## src/hdl/mpic_pkg.sv

```systemverilog
// ----------------------------------------------------------------------------
// mpic_pkg
// Types, field layout and constants of the masked priority interrupt controller.
// ----------------------------------------------------------------------------
package mpic_pkg;

    // Number of request sources
    localparam int NUM_SOURCES = 32;

    // Stream word widths
    localparam int MODE_W      = 3;
    localparam int IN_TDATA_W  = 88;
    localparam int OUT_TDATA_W = 40;

    // Configuration port
    localparam int APB_ADDR_W  = 3;
    localparam int APB_DATA_W  = 32;
    localparam logic [APB_ADDR_W-1:0] CFG_ADDR_DEFAULT_LINE = 3'd0;

    // Input word layout (s_tdata)
    localparam int IN_SRC_LSB  = 0;
    localparam int IN_ADR_LSB  = 5;
    localparam int IN_SIZE_LSB = 37;
    localparam int IN_DAT_LSB  = 39;
    localparam int IN_LVL_LSB  = 71;

    // Output word layout (m_tdata)
    localparam int OUT_RDATA_LSB = 0;
    localparam int OUT_HIT_BIT   = 32;
    localparam int OUT_RAISE_BIT = 33;
    localparam int OUT_LINE_LSB  = 34;

    // Register window
    localparam logic [31:0] WIN_LAST     = 32'h0000_0010;
    localparam logic [4:0]  WIN_LINE_END = 5'h03;
    localparam logic [4:0]  WIN_PEND_END = 5'h07;
    localparam logic [4:0]  WIN_MASK_BEG = 5'h08;
    localparam logic [4:0]  WIN_MASK_END = 5'h0C;

    typedef enum logic [MODE_W-1:0] {
        MODE_TICK    = 3'd0,
        MODE_REQUEST = 3'd1,
        MODE_LOAD    = 3'd2,
        MODE_STORE   = 3'd3,
        MODE_RESET   = 3'd4
    } mode_t;

    typedef enum logic [1:0] {
        SIZE_BYTE = 2'd0,
        SIZE_HALF = 2'd1,
        SIZE_WORD = 2'd2,
        SIZE_WIDE = 2'd3
    } size_t;

    // Lowest set bit index; zero when the vector is empty
    function automatic logic [4:0] lowest_set(input logic [31:0] v);
        logic [4:0] idx;
        idx = '0;
        for (int i = 31; i >= 0; i--) begin
            if (v[i])
                idx = 5'(i);
        end
        return idx;
    endfunction

endpackage

```

## src/hdl/masked_priority_interrupt_controller_unit.sv

```systemverilog
// ----------------------------------------------------------------------------
// masked_priority_interrupt_controller_unit: one result word per input word.
// One word per cycle while m_tready does not stall the result register.
// Input register, single-pass update of the register file, result register.
// Async reset clears valid flags and controller state; line returns to zero.
// ----------------------------------------------------------------------------
module masked_priority_interrupt_controller_unit (
    input  logic                              clk,
    input  logic                              rst_n,
    // s_tdata: source_id[4:0], address[36:5], access_size[38:37],
    //          write_data[70:39], reset_level[82:71], zero pad
    input  logic                              s_tvalid,
    output logic                              s_tready,
    input  logic [mpic_pkg::IN_TDATA_W-1:0]   s_tdata,
    // s_tuser: mode[2:0]
    input  logic [mpic_pkg::MODE_W-1:0]       s_tuser,
    // m_tdata: read_data[31:0], local_hit[32], raise_interrupt[33],
    //          interrupt_line[37:34], zero pad
    output logic                              m_tvalid,
    input  logic                              m_tready,
    output logic [mpic_pkg::OUT_TDATA_W-1:0]  m_tdata,
    // Configuration port
    input  logic                              psel,
    input  logic                              penable,
    input  logic                              pwrite,
    input  logic [mpic_pkg::APB_ADDR_W-1:0]   paddr,
    input  logic [mpic_pkg::APB_DATA_W-1:0]   pwdata,
    output logic [mpic_pkg::APB_DATA_W-1:0]   prdata,
    output logic                              pready
);
    import mpic_pkg::*;

    // Pipeline registers
    logic                    in_valid_reg, in_valid_next;
    logic [MODE_W-1:0]       in_mode_reg;
    logic [IN_TDATA_W-1:0]   in_data_reg;
    logic                    out_valid_reg, out_valid_next;
    logic [OUT_TDATA_W-1:0]  out_data_reg, out_data_next;

    // Controller state
    logic [3:0]  default_line_reg;
    logic [3:0]  line_reg, line_next;
    logic [31:0] pend_reg, pend_next;
    logic [31:0] mask_reg, mask_next;
    logic [4:0]  active_reg, active_next;

    logic        accept;
    logic        fire;
    logic        cfg_wr;

    // Unpacked input fields
    mode_t       mode;
    logic [4:0]  source_id;
    logic [31:0] address;
    size_t       access_size;
    logic [31:0] write_data;
    logic [11:0] reset_level;

    // Result fields
    logic [31:0] read_data;
    logic        local_hit;
    logic        raise_interrupt;
    logic [31:0] pend_tick;
    logic [31:0] pend_lane;
    logic [31:0] mask_lane;
    logic [31:0] mask_merge;
    logic [4:0]  shf;
    logic        rst_hit;

    // Handshake
    assign fire     = in_valid_reg && (!out_valid_reg || m_tready);
    assign s_tready = !in_valid_reg || !out_valid_reg || m_tready;
    assign accept   = s_tvalid && s_tready;
    assign m_tvalid = out_valid_reg;
    assign m_tdata  = out_data_reg;

    // Configuration port
    assign pready = 1'b1;
    assign cfg_wr = psel && penable && pwrite && pready
                    && (paddr == CFG_ADDR_DEFAULT_LINE);
    assign prdata = (paddr == CFG_ADDR_DEFAULT_LINE)
                    ? {28'b0, default_line_reg} : '0;

    // Field unpack from the input register
    assign mode        = mode_t'(in_mode_reg);
    assign source_id   = in_data_reg[IN_SRC_LSB +: 5];
    assign address     = in_data_reg[IN_ADR_LSB +: 32];
    assign access_size = size_t'(in_data_reg[IN_SIZE_LSB +: 2]);
    assign write_data  = in_data_reg[IN_DAT_LSB +: 32];
    assign reset_level = in_data_reg[IN_LVL_LSB +: 12];

    // Lane extraction for pending and mask loads
    always_comb
    begin
        pend_lane = pend_reg;
        mask_lane = mask_reg;
        unique case (access_size)
            SIZE_BYTE:
            begin
                pend_lane = {24'b0, 8'(pend_reg >> {address[1:0], 3'b000})};
                mask_lane = {24'b0, 8'(mask_reg >> {address[1:0], 3'b000})};
            end
            SIZE_HALF:
            begin
                pend_lane = {16'b0, 16'(pend_reg >> {address[0], 4'b0000})};
                mask_lane = {16'b0, 16'(mask_reg >> {address[0], 4'b0000})};
            end
            SIZE_WORD, SIZE_WIDE:
            begin
                pend_lane = pend_reg;
                mask_lane = mask_reg;
            end
        endcase
    end

    // Lane merge for mask stores
    always_comb
    begin
        shf        = '0;
        mask_merge = write_data;
        unique case (access_size)
            SIZE_BYTE:
            begin
                shf        = {address[1:0], 3'b000};
                mask_merge = (mask_reg & ~(32'h0000_00FF << shf))
                             | ({24'b0, write_data[7:0]} << shf);
            end
            SIZE_HALF:
            begin
                shf        = {address[0], 4'b0000};
                mask_merge = (mask_reg & ~(32'h0000_FFFF << shf))
                             | ({16'b0, write_data[15:0]} << shf);
            end
            SIZE_WORD, SIZE_WIDE:
            begin
                shf        = '0;
                mask_merge = write_data;
            end
        endcase
    end

    assign pend_tick = pend_reg & ~mask_reg;
    assign rst_hit   = reset_level[10] || (reset_level[9:6] == line_reg);

    // Single-pass item evaluation
    always_comb
    begin
        line_next       = line_reg;
        pend_next       = pend_reg;
        mask_next       = mask_reg;
        active_next     = active_reg;
        read_data       = '0;
        local_hit       = 1'b0;
        raise_interrupt = 1'b0;
        unique case (mode)
            MODE_TICK:
            begin
                pend_next = pend_tick;
                if (pend_tick != '0)
                begin
                    active_next     = lowest_set(pend_tick);
                    raise_interrupt = 1'b1;
                end
            end
            MODE_REQUEST:
            begin
                if (int'(source_id) < NUM_SOURCES)
                    pend_next = pend_reg | (32'h1 << source_id);
            end
            MODE_LOAD:
            begin
                if (address <= WIN_LAST)
                begin
                    local_hit = 1'b1;
                    priority if (address[4:0] <= WIN_LINE_END)
                        read_data = {28'b0, line_reg};
                    else if (address[4:0] <= WIN_PEND_END)
                        read_data = pend_lane;
                    else if (address[4:0] <= WIN_MASK_END)
                        read_data = mask_lane;
                    else
                        read_data = {27'b0, active_reg};
                end
            end
            MODE_STORE:
            begin
                if (address <= WIN_LAST)
                begin
                    local_hit = 1'b1;
                    if (address[4:0] <= WIN_LINE_END)
                        line_next = write_data[3:0];
                    else if (address[4:0] >= WIN_MASK_BEG && address[4:0] <= WIN_MASK_END)
                        mask_next = mask_merge;
                end
            end
            MODE_RESET:
            begin
                if (rst_hit)
                begin
                    if (reset_level[11])
                        line_next = default_line_reg;
                    pend_next       = '0;
                    mask_next       = '0;
                    active_next     = '0;
                    raise_interrupt = 1'b1;
                end
            end
            default:
            begin
                line_next = line_reg;
            end
        endcase
        out_data_next = {2'b00,
                         (raise_interrupt ? line_next : 4'h0),
                         raise_interrupt,
                         local_hit,
                         read_data};
    end

    // Valid flags
    always_comb
    begin
        in_valid_next = in_valid_reg;
        if (accept)
            in_valid_next = 1'b1;
        else if (fire)
            in_valid_next = 1'b0;

        out_valid_next = out_valid_reg;
        if (fire)
            out_valid_next = 1'b1;
        else if (m_tready)
            out_valid_next = 1'b0;
    end

    // Control and state registers
    always_ff @(posedge clk or negedge rst_n)
    begin
        if (!rst_n)
        begin
            in_valid_reg     <= 1'b0;
            out_valid_reg    <= 1'b0;
            default_line_reg <= '0;
            line_reg         <= '0;
            pend_reg         <= '0;
            mask_reg         <= '0;
            active_reg       <= '0;
        end
        else
        begin
            in_valid_reg  <= in_valid_next;
            out_valid_reg <= out_valid_next;
            if (cfg_wr)
                default_line_reg <= pwdata[3:0];
            if (fire)
            begin
                line_reg   <= line_next;
                pend_reg   <= pend_next;
                mask_reg   <= mask_next;
                active_reg <= active_next;
            end
        end
    end

    // Payload registers
    always_ff @(posedge clk)
    begin
        if (accept)
        begin
            in_mode_reg <= s_tuser;
            in_data_reg <= s_tdata;
        end
        if (fire)
            out_data_reg <= out_data_next;
    end

endmodule

```

## config.mk

```make
export PLATFORM = sky130hd
export DESIGN_NAME = masked_priority_interrupt_controller_unit
export DESIGN_NICKNAME = d
export VERILOG_FILES = /design/src/hdl/mpic_pkg.sv /design/src/hdl/masked_priority_interrupt_controller_unit.sv
export SDC_FILE = /design/constraint.sdc
export NUM_CORES = 1
export LEC_CHECK = 0
export BUFFER_PORTS_ARGS = -buffer_cell sky130_fd_sc_hd__buf_2
export CAP_MARGIN = 20
export CORE_MARGIN = 2
export CORE_UTILIZATION = 55
export CTS_CLUSTER_DIAMETER = 60
export DETAILED_ROUTE_END_ITERATION = 8
export GPL_TIMING_DRIVEN = 1
export PLACE_DENSITY = 0.8
export SLEW_MARGIN = 20
export SYNTH_ARGS = -nofsm -noshare
export SYNTH_HDL_FRONTEND = slang
export SYNTH_SLANG_ARGS = --single-unit
```

## constraint.sdc

```tcl
create_clock -name clk -period 3.98 [get_ports clk]
set_input_delay 0.796 -clock clk [delete_from_list [all_inputs] [get_ports clk]]
set_output_delay 0.796 -clock clk [all_outputs]
set_load 0.02 [all_outputs]
```

==> results of run 1 <==
## worst min-delay path by stage
stage,slack (ns),to,start,cells past startpoint
final,0.44,default_line_reg[3],rst_n,1
after global routing,0.49,default_line_reg[3],rst_n,1
after CTS,0.45,default_line_reg[3],rst_n,1
after detailed placement,0.50,active_reg[2],active_reg[2],1
after global placement,0.50,m_tvalid,in_valid_reg,1
after floorplan,0.44,active_reg[0],active_reg[0],2
## cells in the mapped netlist, types with 8 or more instances
library cell,n
buf_1,9
clkbuf_1,24
o21a_1,18
edfxtp_1,118
a22oi_1,39
o31ai_1,35
o21ai_0,79
a222oi_1,9
a2bb2oi_1,8
mux2_2,12
dfrtp_1,79
nor2_1,110
o22a_1,11
a21oi_1,20
buf_4,32
nor3_1,11
nand2b_1,32
nand2_1,48
mux2i_1,19
o221ai_1,21
nor2b_1,24
## layout make-up
type / instances / area [µm²]
fillers: 1366 / 6230
well taps: 225 / 282
clock inverters: 15 / 173
clock buffers: 17 / 425
multi-input cells: 624 / 3970
flip-flops and latches: 197 / 5520
repair buffers: 150 / 795
inverters: 7 / 26.3
## routing by layer
metal  GRT usage (%)  vias to the layer above  part of all wire (%)  wire (µm)
li1                -                     3512                     -          -
met4            11.9                        0                   3.4        871
met1            38.1                     3611                    40      10100
met2            41.8                      517                    45      11500
met5               0                        -                     0          0
met3            7.47                       72                    11       2860
## layout by cell type, fill, tap and decap left out, types with 3 or more instances in the layout
master and n:
buf_2 137, edfxtp_1 118, nor2_1 109, o21ai_0 79, dfrtp_1 79, nand2_1 48, a22oi_1 39, o31ai_1 35
nand2b_1 32, conb_1 31, nor2b_1 24, o221ai_1 21, a21oi_1 20, mux2i_1 19, o21a_1 18, clkbuf_16 17
mux2_2 12, nor3_1 11, o22a_1 11, buf_4 11, a222oi_1 9, a2bb2oi_1 8, inv_8 8, nand4_1 7
nand3_1 7, nor4_1 7, a31oi_1 6, inv_1 5, and2_1 5, xnor2_1 4, o2bb2ai_1 4, mux4_2 4
or2_2 3, clkinv_8 3
## per-stage QoR
stage	utilization [%]	instance area (µm²)	hold WS, ns	std cells
after floorplan	-	9950	0.442	903
after global placement	60.7	10600	0.499	1201
after detailed placement	60.7	10600	0.496	1201
after CTS	64.1	11200	0.455	1233
after global routing	64.2	11200	0.493	1235
final	64.2	11200	0.437	1235
## critical path: stages (launching register included)
cell and delay [ns]:
edfxtp_1 0.37, buf_4 0.25, or3b_2 0.53, a21oi_2 0.42
a222oi_1 0.23, a21oi_1 0.21, nor2_1 0.06, a211oi_1 0.43
## where the power goes
part           internal (W)  switching, W
sequential          0.00240      0.000382
clock              0.000854      0.000866
combinational      0.000317      0.000378
total               0.00357       0.00163
## logic make-up after synthesis
logic type | Yosys count | share of synthesized area, %
DFF | 197 | 56.1
other | 2 | 0.0763
AOI/OAI and AO/OA | 275 | 20.1
xor gates and xnor gates | 4 | 0.356
muxes | 35 | 4.22
and+or+nand+nor | 279 | 14.4
buffers and inverters | 82 | 4.79
==> metrics.md, run 1 <==
| Metric | Value |
|---|---|
| Crit path capture | m_tdata[4] |
| Clock skew | roughly 0.0092 ns |
| CTS tree | yes |
| Worst setup margin | 1.22 ns |
| CTS H-tree depth | 4 |
| Kind of critical path | reg -> reg |
| RSZ-0062 raised after global routing | false |
| Area share of the largest cell type after synthesis | 36.0% |
| Worst-Margin Slew | 1.19 ns |
| Drt drc | 0 |
| Core ar. | 0.0174 mm² |
| Clock Tree Buf Depth | 2 |
| Status | completed |
| Critical Path Source Type | register |
| Reg2reg start | in_data_reg[5] |
| Layout Nets | 1130 |
| Yosys warnings | 0 |
| Synth area leader | edfxtp_1 |
| Layout cells sized above 1 | 21.9% |
| CTS Hold Buffers Added | 0 |
| Slew margin rel. | about a fifth |
| Routed Antenna Nets | 0 |
| WP data arrival | 2.96 ns |
| Post-Route Setup TNS | 0 ns |
| Minimum clock period | 2.76 ns |
| # setup viols final | 0 |
| Die Y | 138 µm |
| Register area share after synthesis | between 50% and 60% |
| Die X | approximately 140 µm |
| Worst slack, placed | ~1.3 ns |
| FF+latch count, synth | between 150 and 200 |
| DR pass1 iterations | 7 |
| HP Class | in -> async |
| Clock slew at reported path FFs | 0.08 ns |
| Synthesized cell area | 0.00984 mm² |
| Total CTS buffers | 17 |
| Post-DR vias/cell | approximately 6.2 |
| R2r endpoint | m_tdata[4] |
| CP startpoint | in_data_reg[5] |
| Ys flop type | edfxtp_1 |
| Number of flip-flops in the largest register | 77 |
| Cell variety after synth | 72 |
| Power, Total | between 0.005 and 0.006 W |
| DR iter-0 viols | roughly 900 |
| R2R cell count | 7 |
| First-pass GRT wire length | 39000 µm |
| Routed wire length | 25300 µm |
| Initial Util | 56.5% |
| Leakage power total | between 4 and 5 nW |
| GR Overflow Total | 0 |
| Gate Count Post-Synth | 874 |
| # clock sinks | 197 |
| Worst-path fanout max | 26 |
| Total track usage | 27.8% |
| Initial antenna violation count | 0 |
| Ys async rst share | 40.1% |
| CTS root buffer | clkbuf_16 |
| Port bufs | 137 |
| DR WL/cell | approximately 20 µm |
| Synth top area cells | edfxtp_1 36%, dfrtp_1 20%, nor2_1 4.2% |
| P&R area growth vs syn | 13.7% |
| Vias in the first global route | 7318 |
| Die Area | roughly 0.019 mm² |
| Routability congestion estimate | 0.946 |
| Fin. max-slew vios | 0 |
| Rows | 48 |
| Vias | approximately 7700 |
| Final number of hold-violating endpoints | 0 |
| Antenna Cells | 0 |
| Power per standard cell area | 465 mW/mm² |
| Max capacitance violation total | 0 |
| Latest clock arrival within the worst-skew pair | 0.45 ns |
| Fin crit share | 69.4% |
| Setup Buffers After CTS | 0 |
| Worst Path Required | about 4.2 ns |
| Fmax | 362 MHz |
| Average cell area after synthesis | approximately 11 µm² |
| I/O Pins | 208 |
| R2r setup slk | approximately 1.2 ns |
| Setup crit end kind | register |
| Post-synth EDFFs | 118 |
| Peak supply drop | 354 µV |
| Largest net degree at the start of global routing | 81 |
| PostCTS Resize Cnt | 0 |
| Hpwl dp | around 18000 µm |
Note: power is estimated with default switching activity, not from simulation.
==> inputs of run 2 (changes only) <==
ABC_AREA = 1   (was unset)
clock period = 2.6 ns   (was 3.98 ns; I/O delays follow)
==> run 2 against run 1 <==
  * Via count increased by 18%
  * Clock power is 65% higher
  * Total power grew 82%
  * Area after synthesis increased by 2.2%
  * Worst setup slack worse by 1.0 ns
  * Synthesized cell count is 27% higher
  * Flip-flop and latch count unchanged
  * Global-route usage is 2.8 points higher
  * Design area grew 6.0%
  * Critical path depth is 4 higher
==> metrics.md, run 2 <==
| Metric | Value |
|---|---|
| Die X | 139 µm (was 138 µm) |
| Post-DR vias/cell | 6.02 (was 6.24) |
| Fin crit share | 92.2% (was 69.4%) |
| CTS Hold Buffers Added | 0 (unchanged) |
| CTS root buffer | clkbuf_16 (unchanged) |
| I/O Pins | 208 (unchanged) |
| Most frequent cells in the layout | 207 x nand2_1, 136 x buf_2, 118 x edfxtp_1, 110 x inv_1, 108 x o21ai_0 (was 137 x buf_2, 118 x edfxtp_1, 109 x nor2_1, 79 x o21ai_0, 79 x dfrtp_1) |
| P&R area growth vs syn | 17.9% (was 13.7%) |
| R2r endpoint | m_tdata[19] (was m_tdata[4]) |
| CTS H-tree depth | 4 (unchanged) |
| Most common cell after layout, fill and taps aside | nand2_1 (was buf_2) |
| HP Class | in -> async (unchanged) |
| Latest clock arrival within the worst-skew pair | 0.46 ns (was 0.45 ns) |
| Vias in the first global route | 8268 (was 7318) |
| Drt drc | 0 (unchanged) |
| Number of flip-flops in the largest register | 77 (unchanged) |
| Vias | 9080 (was 7712) |
| Clock skew | 0.0170 ns (was 0.00924 ns) |
| Ys async rst share | 40.1% (unchanged) |
| Gr busiest metal | met2 (unchanged) |
| Leakage power total | 5.01 nW (was 4.43 nW) |
| Slew margin rel. | 59.4% (was 20.8%) |
| Die Y | 139 µm (was 138 µm) |
| DR pass1 iterations | 5 (was 7) |
| R2r setup slk | 0.20 ns (was 1.22 ns) |
| Met3 Usage GRT | 6.84% (was 7.47%) |
| DR WL/cell | 19.6 µm (was 20.5 µm) |
| Initial antenna violation count | 0 (unchanged) |
| Total CTS buffers | 17 (unchanged) |
| Worst-Margin Slew | 0.608 ns (was 1.19 ns) |
| Power, Total | 0.00947 W (was 0.00520 W) |
| Average cell area after synthesis | 9.04 µm² (was 11.3 µm²) |
| Worst slack, placed | 0.125 ns (was 1.28 ns) |
| Layout cells sized above 1 | 20.2% (was 21.9%) |
| Reg2reg start | in_data_reg[36] (was in_data_reg[5]) |
| Clock slew at reported path FFs | 0.08 ns (about the same) |
| Gate Count Post-Synth | 1112 (was 874) |
| Ys flop type | edfxtp_1 (unchanged) |
| Area share of the largest cell type after synthesis | 35.2% (was 36.0%) |
| Power per standard cell area | 799 mW/mm² (was 465 mW/mm²) |
| Cell variety after synth | 46 (was 72) |
| Post-Route Setup TNS | 0 ns (unchanged) |
| CTS tree | yes (unchanged) |
| GR Overflow Total | 0 (unchanged) |
| Total track usage | 30.5% (was 27.8%) |
| R2R cell count | 11 (was 7) |
| Fin. max-slew vios | 0 (unchanged) |
| Setup crit end kind | register (unchanged) |
| Routed Antenna Nets | 0 (unchanged) |
| # setup viols final | 0 (unchanged) |
| Die Area | 0.0194 mm² (was 0.0190 mm²) |
| WP data arrival | 2.66 ns (was 2.96 ns) |
| Kind of critical path | reg -> reg (unchanged) |
| Most common cell in the netlist | nand2_1 (was edfxtp_1) |
| First-pass GRT wire length | 45900 µm (was 39000 µm) |
| Status | completed (unchanged) |
| Register area | 0.00552 mm² (about the same) |
| Clock Tree Buf Depth | 2 (unchanged) |
| DR iter-0 viols | 1098 (was 902) |
| Initial Util | 56.0% (was 56.5%) |
| Antenna Cells | 0 (unchanged) |
| Fmax | 417 MHz (was 362 MHz) |
| Routability congestion estimate | 0.974 (was 0.946) |
| Yosys warnings | 0 (unchanged) |
| Critical Path Source Type | register (unchanged) |
| Largest net degree at the start of global routing | 76 (was 81) |
| Peak supply drop | 533 µV (was 354 µV) |
| Worst setup margin | 0.202 ns (was 1.22 ns) |
| Met2 usage | 45.9% (was 41.8%) |
| Hpwl dp | 21400 µm (was 18000 µm) |
| Worst Path Required | 2.86 ns (was 4.18 ns) |
| Final number of hold-violating endpoints | 0 (unchanged) |
| Synthesized cell area | 0.0101 mm² (was 0.00984 mm²) |
| Register area share after synthesis | 54.9% (was 56.1%) |
| Post-synth EDFFs | 118 (unchanged) |
| # clock sinks | 197 (unchanged) |
| Synth area leader | edfxtp_1 (unchanged) |
| Post-synth top cells | 208 x nand2_1, 118 x edfxtp_1, 111 x inv_1, 109 x o21ai_0, 84 x nor2_1 (was 118 x edfxtp_1, 110 x nor2_1, 79 x dfrtp_1, 79 x o21ai_0, 48 x nand2_1) |
| Max capacitance violation total | 0 (unchanged) |
| Worst-path fanout max | 16 (was 26) |
| Number of fillers in the final layout | 1457 (was 1366) |
| Multi-input gate area | 0.00379 mm² (was 0.00397 mm²) |
| FF+latch count, synth | 197 (unchanged) |
| Port bufs | 137 (unchanged) |
| RSZ-0062 raised after global routing | true (was false) |
| Met1 track utilization from global routing | 44.2% (was 38.1%) |
| Routed wire length | 29600 µm (was 25300 µm) |
| Synth top area cells | edfxtp_1 35%, dfrtp_1 20%, nand2_1 7.8% (was edfxtp_1 36%, dfrtp_1 20%, nor2_1 4.2%) |
| Rows | 49 (was 48) |
| Core ar. | 0.0180 mm² (was 0.0174 mm²) |
| Layout Nets | 1400 (was 1130) |
| Minimum clock period | 2.40 ns (was 2.76 ns) |
## run 2: logic make-up (layout without fill, tap and decap cells)
group	count (synthesis)	count (layout)	synth area share, %
AO/OA/AOI/OAI	326	326	20.0
flip-flops	197	197	54.9
AND/OR/NAND/NOR	378	378	15.7
buffers and inverters	205	344	8.96
other	2	31	0.0747
XOR/XNOR	4	4	0.348
## run 2: area by class of cell
type,instances,area share (%)
inverter,122,3.86
multi-input combinational,739,32.0
clock inverter,15,1.87
tap,229,2.42
sequential,197,46.6
timing repair buffer,190,9.69
clock buffer,17,3.59
## run 2: where the power goes
part           internal, W  switching (W)  leakage [nW]
Clock              0.00137        0.00146         0.308
Combinational     0.000778        0.00167          2.57
Sequential         0.00384       0.000355          2.13
## run 2: repair_timing
action                     4_1_cts  5_1_grt
buffers inserted                 0        5
gates resized for setup          0       13
setup endpoints to repair        0       57
## run 2: how the worst max path moves through the flow
stage / cells after the start / startpoint / slack, ns / to
detailed placement: 10 / in_data_reg[19] / 0.13 / m_tdata[24]
CTS: 10 / in_data_reg[19] / 0.08 / mask_reg[5]
finish: 11 / in_data_reg[36] / 0.20 / m_tdata[19]
floorplan: 10 / m_tready / 0.08 / mask_reg[5]
global route: 34 / mask_reg[30] / -0.1 / active_reg[0]
global placement: 10 / in_data_reg[19] / 0.19 / m_tdata[25]
## run 2: per-layer routing
layer / part of all wire [%] / vias to the layer above
li1: - / 4188
met2: 45 / 579
met1: 41 / 4244
met3: 10 / 69
met5: 0 / -
met4: 2.9 / 0
## run 2: worst max-delay path, cell delays in order (launching register included)
cell and delay, ns:
edfxtp_1 0.36, nor4_1 0.35, nand4_1 0.15, a21oi_1 0.14
nand4_1 0.09, buf_4 0.17, nor3_2 0.13, nand2_1 0.10
nor2_1 0.19, nand2_1 0.07, buf_4 0.21, a21oi_1 0.24
## run 2: stage by stage
stage	instances	util [%]	hold slack [ns]	cell area, µm²
final	1509	66.0	0.0640	11900
after detailed placement	1472	62.0	0.482	11100
after floorplan	1141	-	0.224	10200
after global placement	1472	62.0	0.474	11100
after CTS	1504	65.6	0.0682	11800
after global routing	1509	66.0	0.0996	11900
==> inputs of run 3 (changes only) <==
CORE_UTILIZATION = 40   (was 55)
PLACE_DENSITY = unset   (was 0.8)
==> run 3 against run 2 <==
  * Worst setup slack got worse by 0.042 ns
  * Total power rose by 0.73%
  * Critical path depth rose by 2
  * Clock-buffer cell count did not move
  * Worst hold slack improved by 0.17 ns
  * Via count fell by 1.7%
  * Fmax fell by 1.7%
  * Design area rose by 2.2%
  * Highest routed layer unchanged
  * Sequential power barely moved
  * Core utilization fell by 17 points
  * Flip-flop and latch count did not move
  * First-iteration DRC count fell by 11%
  * Critical endpoint is now mask_reg[18]
==> metrics.md, run 3 (same netlist as run 2, synthesis figures left out) <==
| Metric | Value |
|---|---|
| Status | completed (unchanged) |
| Drt drc | 0 (unchanged) |
| Latest clock arrival within the worst-skew pair | 0.45 ns (was 0.46 ns) |
| CTS root buffer | clkbuf_16 (unchanged) |
| Sw Pwr | 0.00353 W (was 0.00349 W) |
| Setup crit end kind | register (unchanged) |
| Port bufs | 137 (unchanged) |
| R2r setup slk | 0.16 ns (was 0.20 ns) |
| Critical Path Source Type | register (unchanged) |
| Most frequent cells in the layout | 207 x nand2_1, 136 x buf_2, 118 x edfxtp_1, 109 x inv_1, 108 x o21ai_0 (was 207 x nand2_1, 136 x buf_2, 118 x edfxtp_1, 110 x inv_1, 108 x o21ai_0) |
| # setup viols final | 0 (unchanged) |
| Power per standard cell area | 787 mW/mm² (was 799 mW/mm²) |
| RSZ-0062 raised after global routing | true (unchanged) |
| Combinational share of power | 26.2% (was 25.8%) |
| I/O Pins | 208 (unchanged) |
| Sw Ratio | 37.0% (was 36.8%) |
| Largest net degree at the start of global routing | 60 (was 76) |
| Fin Hold WS | 0.236 ns (was 0.0640 ns) |
| CTS H-tree depth | 4 (unchanged) |
| Layout cells sized above 1 | 20.9% (was 20.2%) |
| Slew margin rel. | 54.1% (was 59.4%) |
| Fin. max-slew vios | 0 (unchanged) |
| Die X | 163 µm (was 139 µm) |
| Worst setup margin | 0.160 ns (was 0.202 ns) |
| Antenna Cells | 0 (unchanged) |
| GR Overflow Total | 0 (unchanged) |
| Final std cells w/o fill | 1623 (was 1509) |
| Rows | 58 (was 49) |
| Initial antenna violation count | 0 (unchanged) |
| Kind of critical path | reg -> reg (unchanged) |
| Clock Tree Buf Depth | 2 (unchanged) |
| Routed wire length | 30900 µm (was 29600 µm) |
| Vias | 8930 (was 9080) |
| Worst-path fanout max | 10 (was 16) |
| Fin crit share | 93.8% (was 92.2%) |
| Die Area | 0.0264 mm² (was 0.0194 mm²) |
| Clk network pwr share | 29.7% (was 29.9%) |
| DR iter-0 viols | 976 (was 1098) |
| Worst-Margin Slew | 0.679 ns (was 0.608 ns) |
| Routed Antenna Nets | 0 (unchanged) |
| P&R area growth vs syn | 20.5% (was 17.9%) |
| Fmax | 410 MHz (was 417 MHz) |
| Power share of the sequential group | 44.2% (was 44.3%) |
| Worst Path Required | 2.94 ns (was 2.86 ns) |
| Post-Route Setup TNS | 0 ns (unchanged) |
| # clock sinks | 197 (unchanged) |
| Total track usage | 23.6% (was 30.5%) |
| Power, Total | 0.00954 W (was 0.00947 W) |
| Placed instance count | 1586 (was 1472) |
| Minimum clock period | 2.44 ns (was 2.40 ns) |
| Number of flip-flops in the largest register | 77 (unchanged) |
| Total internal power | 0.00601 W (was 0.00598 W) |
| Initial Util | 40.4% (was 56.0%) |
| Clock slew at reported path FFs | 0.09 ns (was 0.08 ns) |
| Routability congestion estimate | 0.932 (was 0.974) |
| Worst slack, placed | -0.0261 ns (was 0.125 ns) |
| Die Y | 163 µm (was 139 µm) |
| Max capacitance violation total | 0 (unchanged) |
| First-pass GRT wire length | 46900 µm (was 45900 µm) |
| Total CTS buffers | 17 (unchanged) |
| Final number of hold-violating endpoints | 0 (unchanged) |
| Leakage power total | 5.09 nW (was 5.01 nW) |
| HP Class | in -> reg (was in -> async) |
| Vias in the first global route | 8276 (was 8268) |
| DR WL/cell | 19.1 µm (was 19.6 µm) |
| Layout Nets | 1413 (was 1400) |
| Hpwl dp | 22800 µm (was 21400 µm) |
| DR pass1 iterations | 6 (was 5) |
| CTS tree | yes (unchanged) |
| Most common cell after layout, fill and taps aside | nand2_1 (unchanged) |
| WP data arrival | 2.78 ns (was 2.66 ns) |
| Core ar. | 0.0249 mm² (was 0.0180 mm²) |
| Post-DR vias/cell | 5.50 (was 6.02) |
| Clock skew | 0.0201 ns (was 0.0170 ns) |
| Peak supply drop | 410 µV (was 533 µV) |
[run 3: changes by cell type in the layout (fill, tap and decap cells not counted), sizes merged]
| cell | delta |
|---|---|
| clkinv | +1 |
| dlygate4sd3 | +1 |
| clkinvlp | -1 |
| buf | +12 |
[run 3: metrics by stage]
stage / cell area (µm²) / utilization, %
after floorplan: 10200 / -
after global placement: 11400 / 45.8
after detailed placement: 11400 / 45.8
after CTS: 12100 / 48.4
after global routing: 12100 / 48.7
final: 12100 / 48.7
[run 3: metal layers]
layer	GRT usage, %	up-vias	part of all wire [%]
met1	33.7	4189	43
met4	8.49	0	3.2
met5	0	-	0
li1	-	4221	-
met2	35.5	458	44
met3	5.22	62	9.3
[run 3: cell type report]
cell class	count	area, µm²
fillers	2387	12800
flip-flops and latches	197	5520
multi-input cells	739	3800
repair buffers	203	1270
inverters	122	465
clock buffers	17	425
well taps	330	413
clock inverters	15	219
[run 3: worst max-delay path: stages (launching register included)]
cell and delay (ns):
edfxtp_1 0.46, nor2_4 0.15, buf_4 0.15, inv_2 0.07, a31oi_4 0.25, inv_2 0.14, nor2_4 0.11, inv_2 0.09
o21ai_2 0.13, nand3_2 0.19, inv_2 0.13, buf_4 0.17, o2111ai_1 0.12, o21ai_0 0.15
[run 3: path summary, 6_finish.rpt]
kind | to | startpoint | depth (start not counted)
setup / recovery | mask_reg[18] | in_data_reg[5] | 13
hold / removal | in_data_reg[18] | s_tdata[18] | 1
setup reg to reg | mask_reg[18] | in_data_reg[5] | 13
hold reg to reg | m_tvalid | in_valid_reg | 2
max in group asynchronous | mask_reg[29] | rst_n | 3
min in group asynchronous | pend_reg[30] | rst_n | 2
[run 3: power groups by stage]
stage	registers (W)	clock network [W]	logic [W]
6_report	0.00421	0.00283	0.00250
5_1_grt	0.00426	0.00303	0.00274
4_1_cts	0.00419	0.00289	0.00242
3_5_place_dp	0.00425	0	0.00239
3_3_place_gp	0.00425	0	0.00239
2_1_floorplan	0.00417	0	0.00156
[run 3: timing repair]
action / 4_1_cts / 5_1_grt
gates resized for setup: 0 / 16
endpoints found under the setup margin: 13 / 30
pin swaps: 0 / 0
hold buffers: 1 / 0
setup buffers: 1 / 3
hold endpoints to repair: 20 / 0
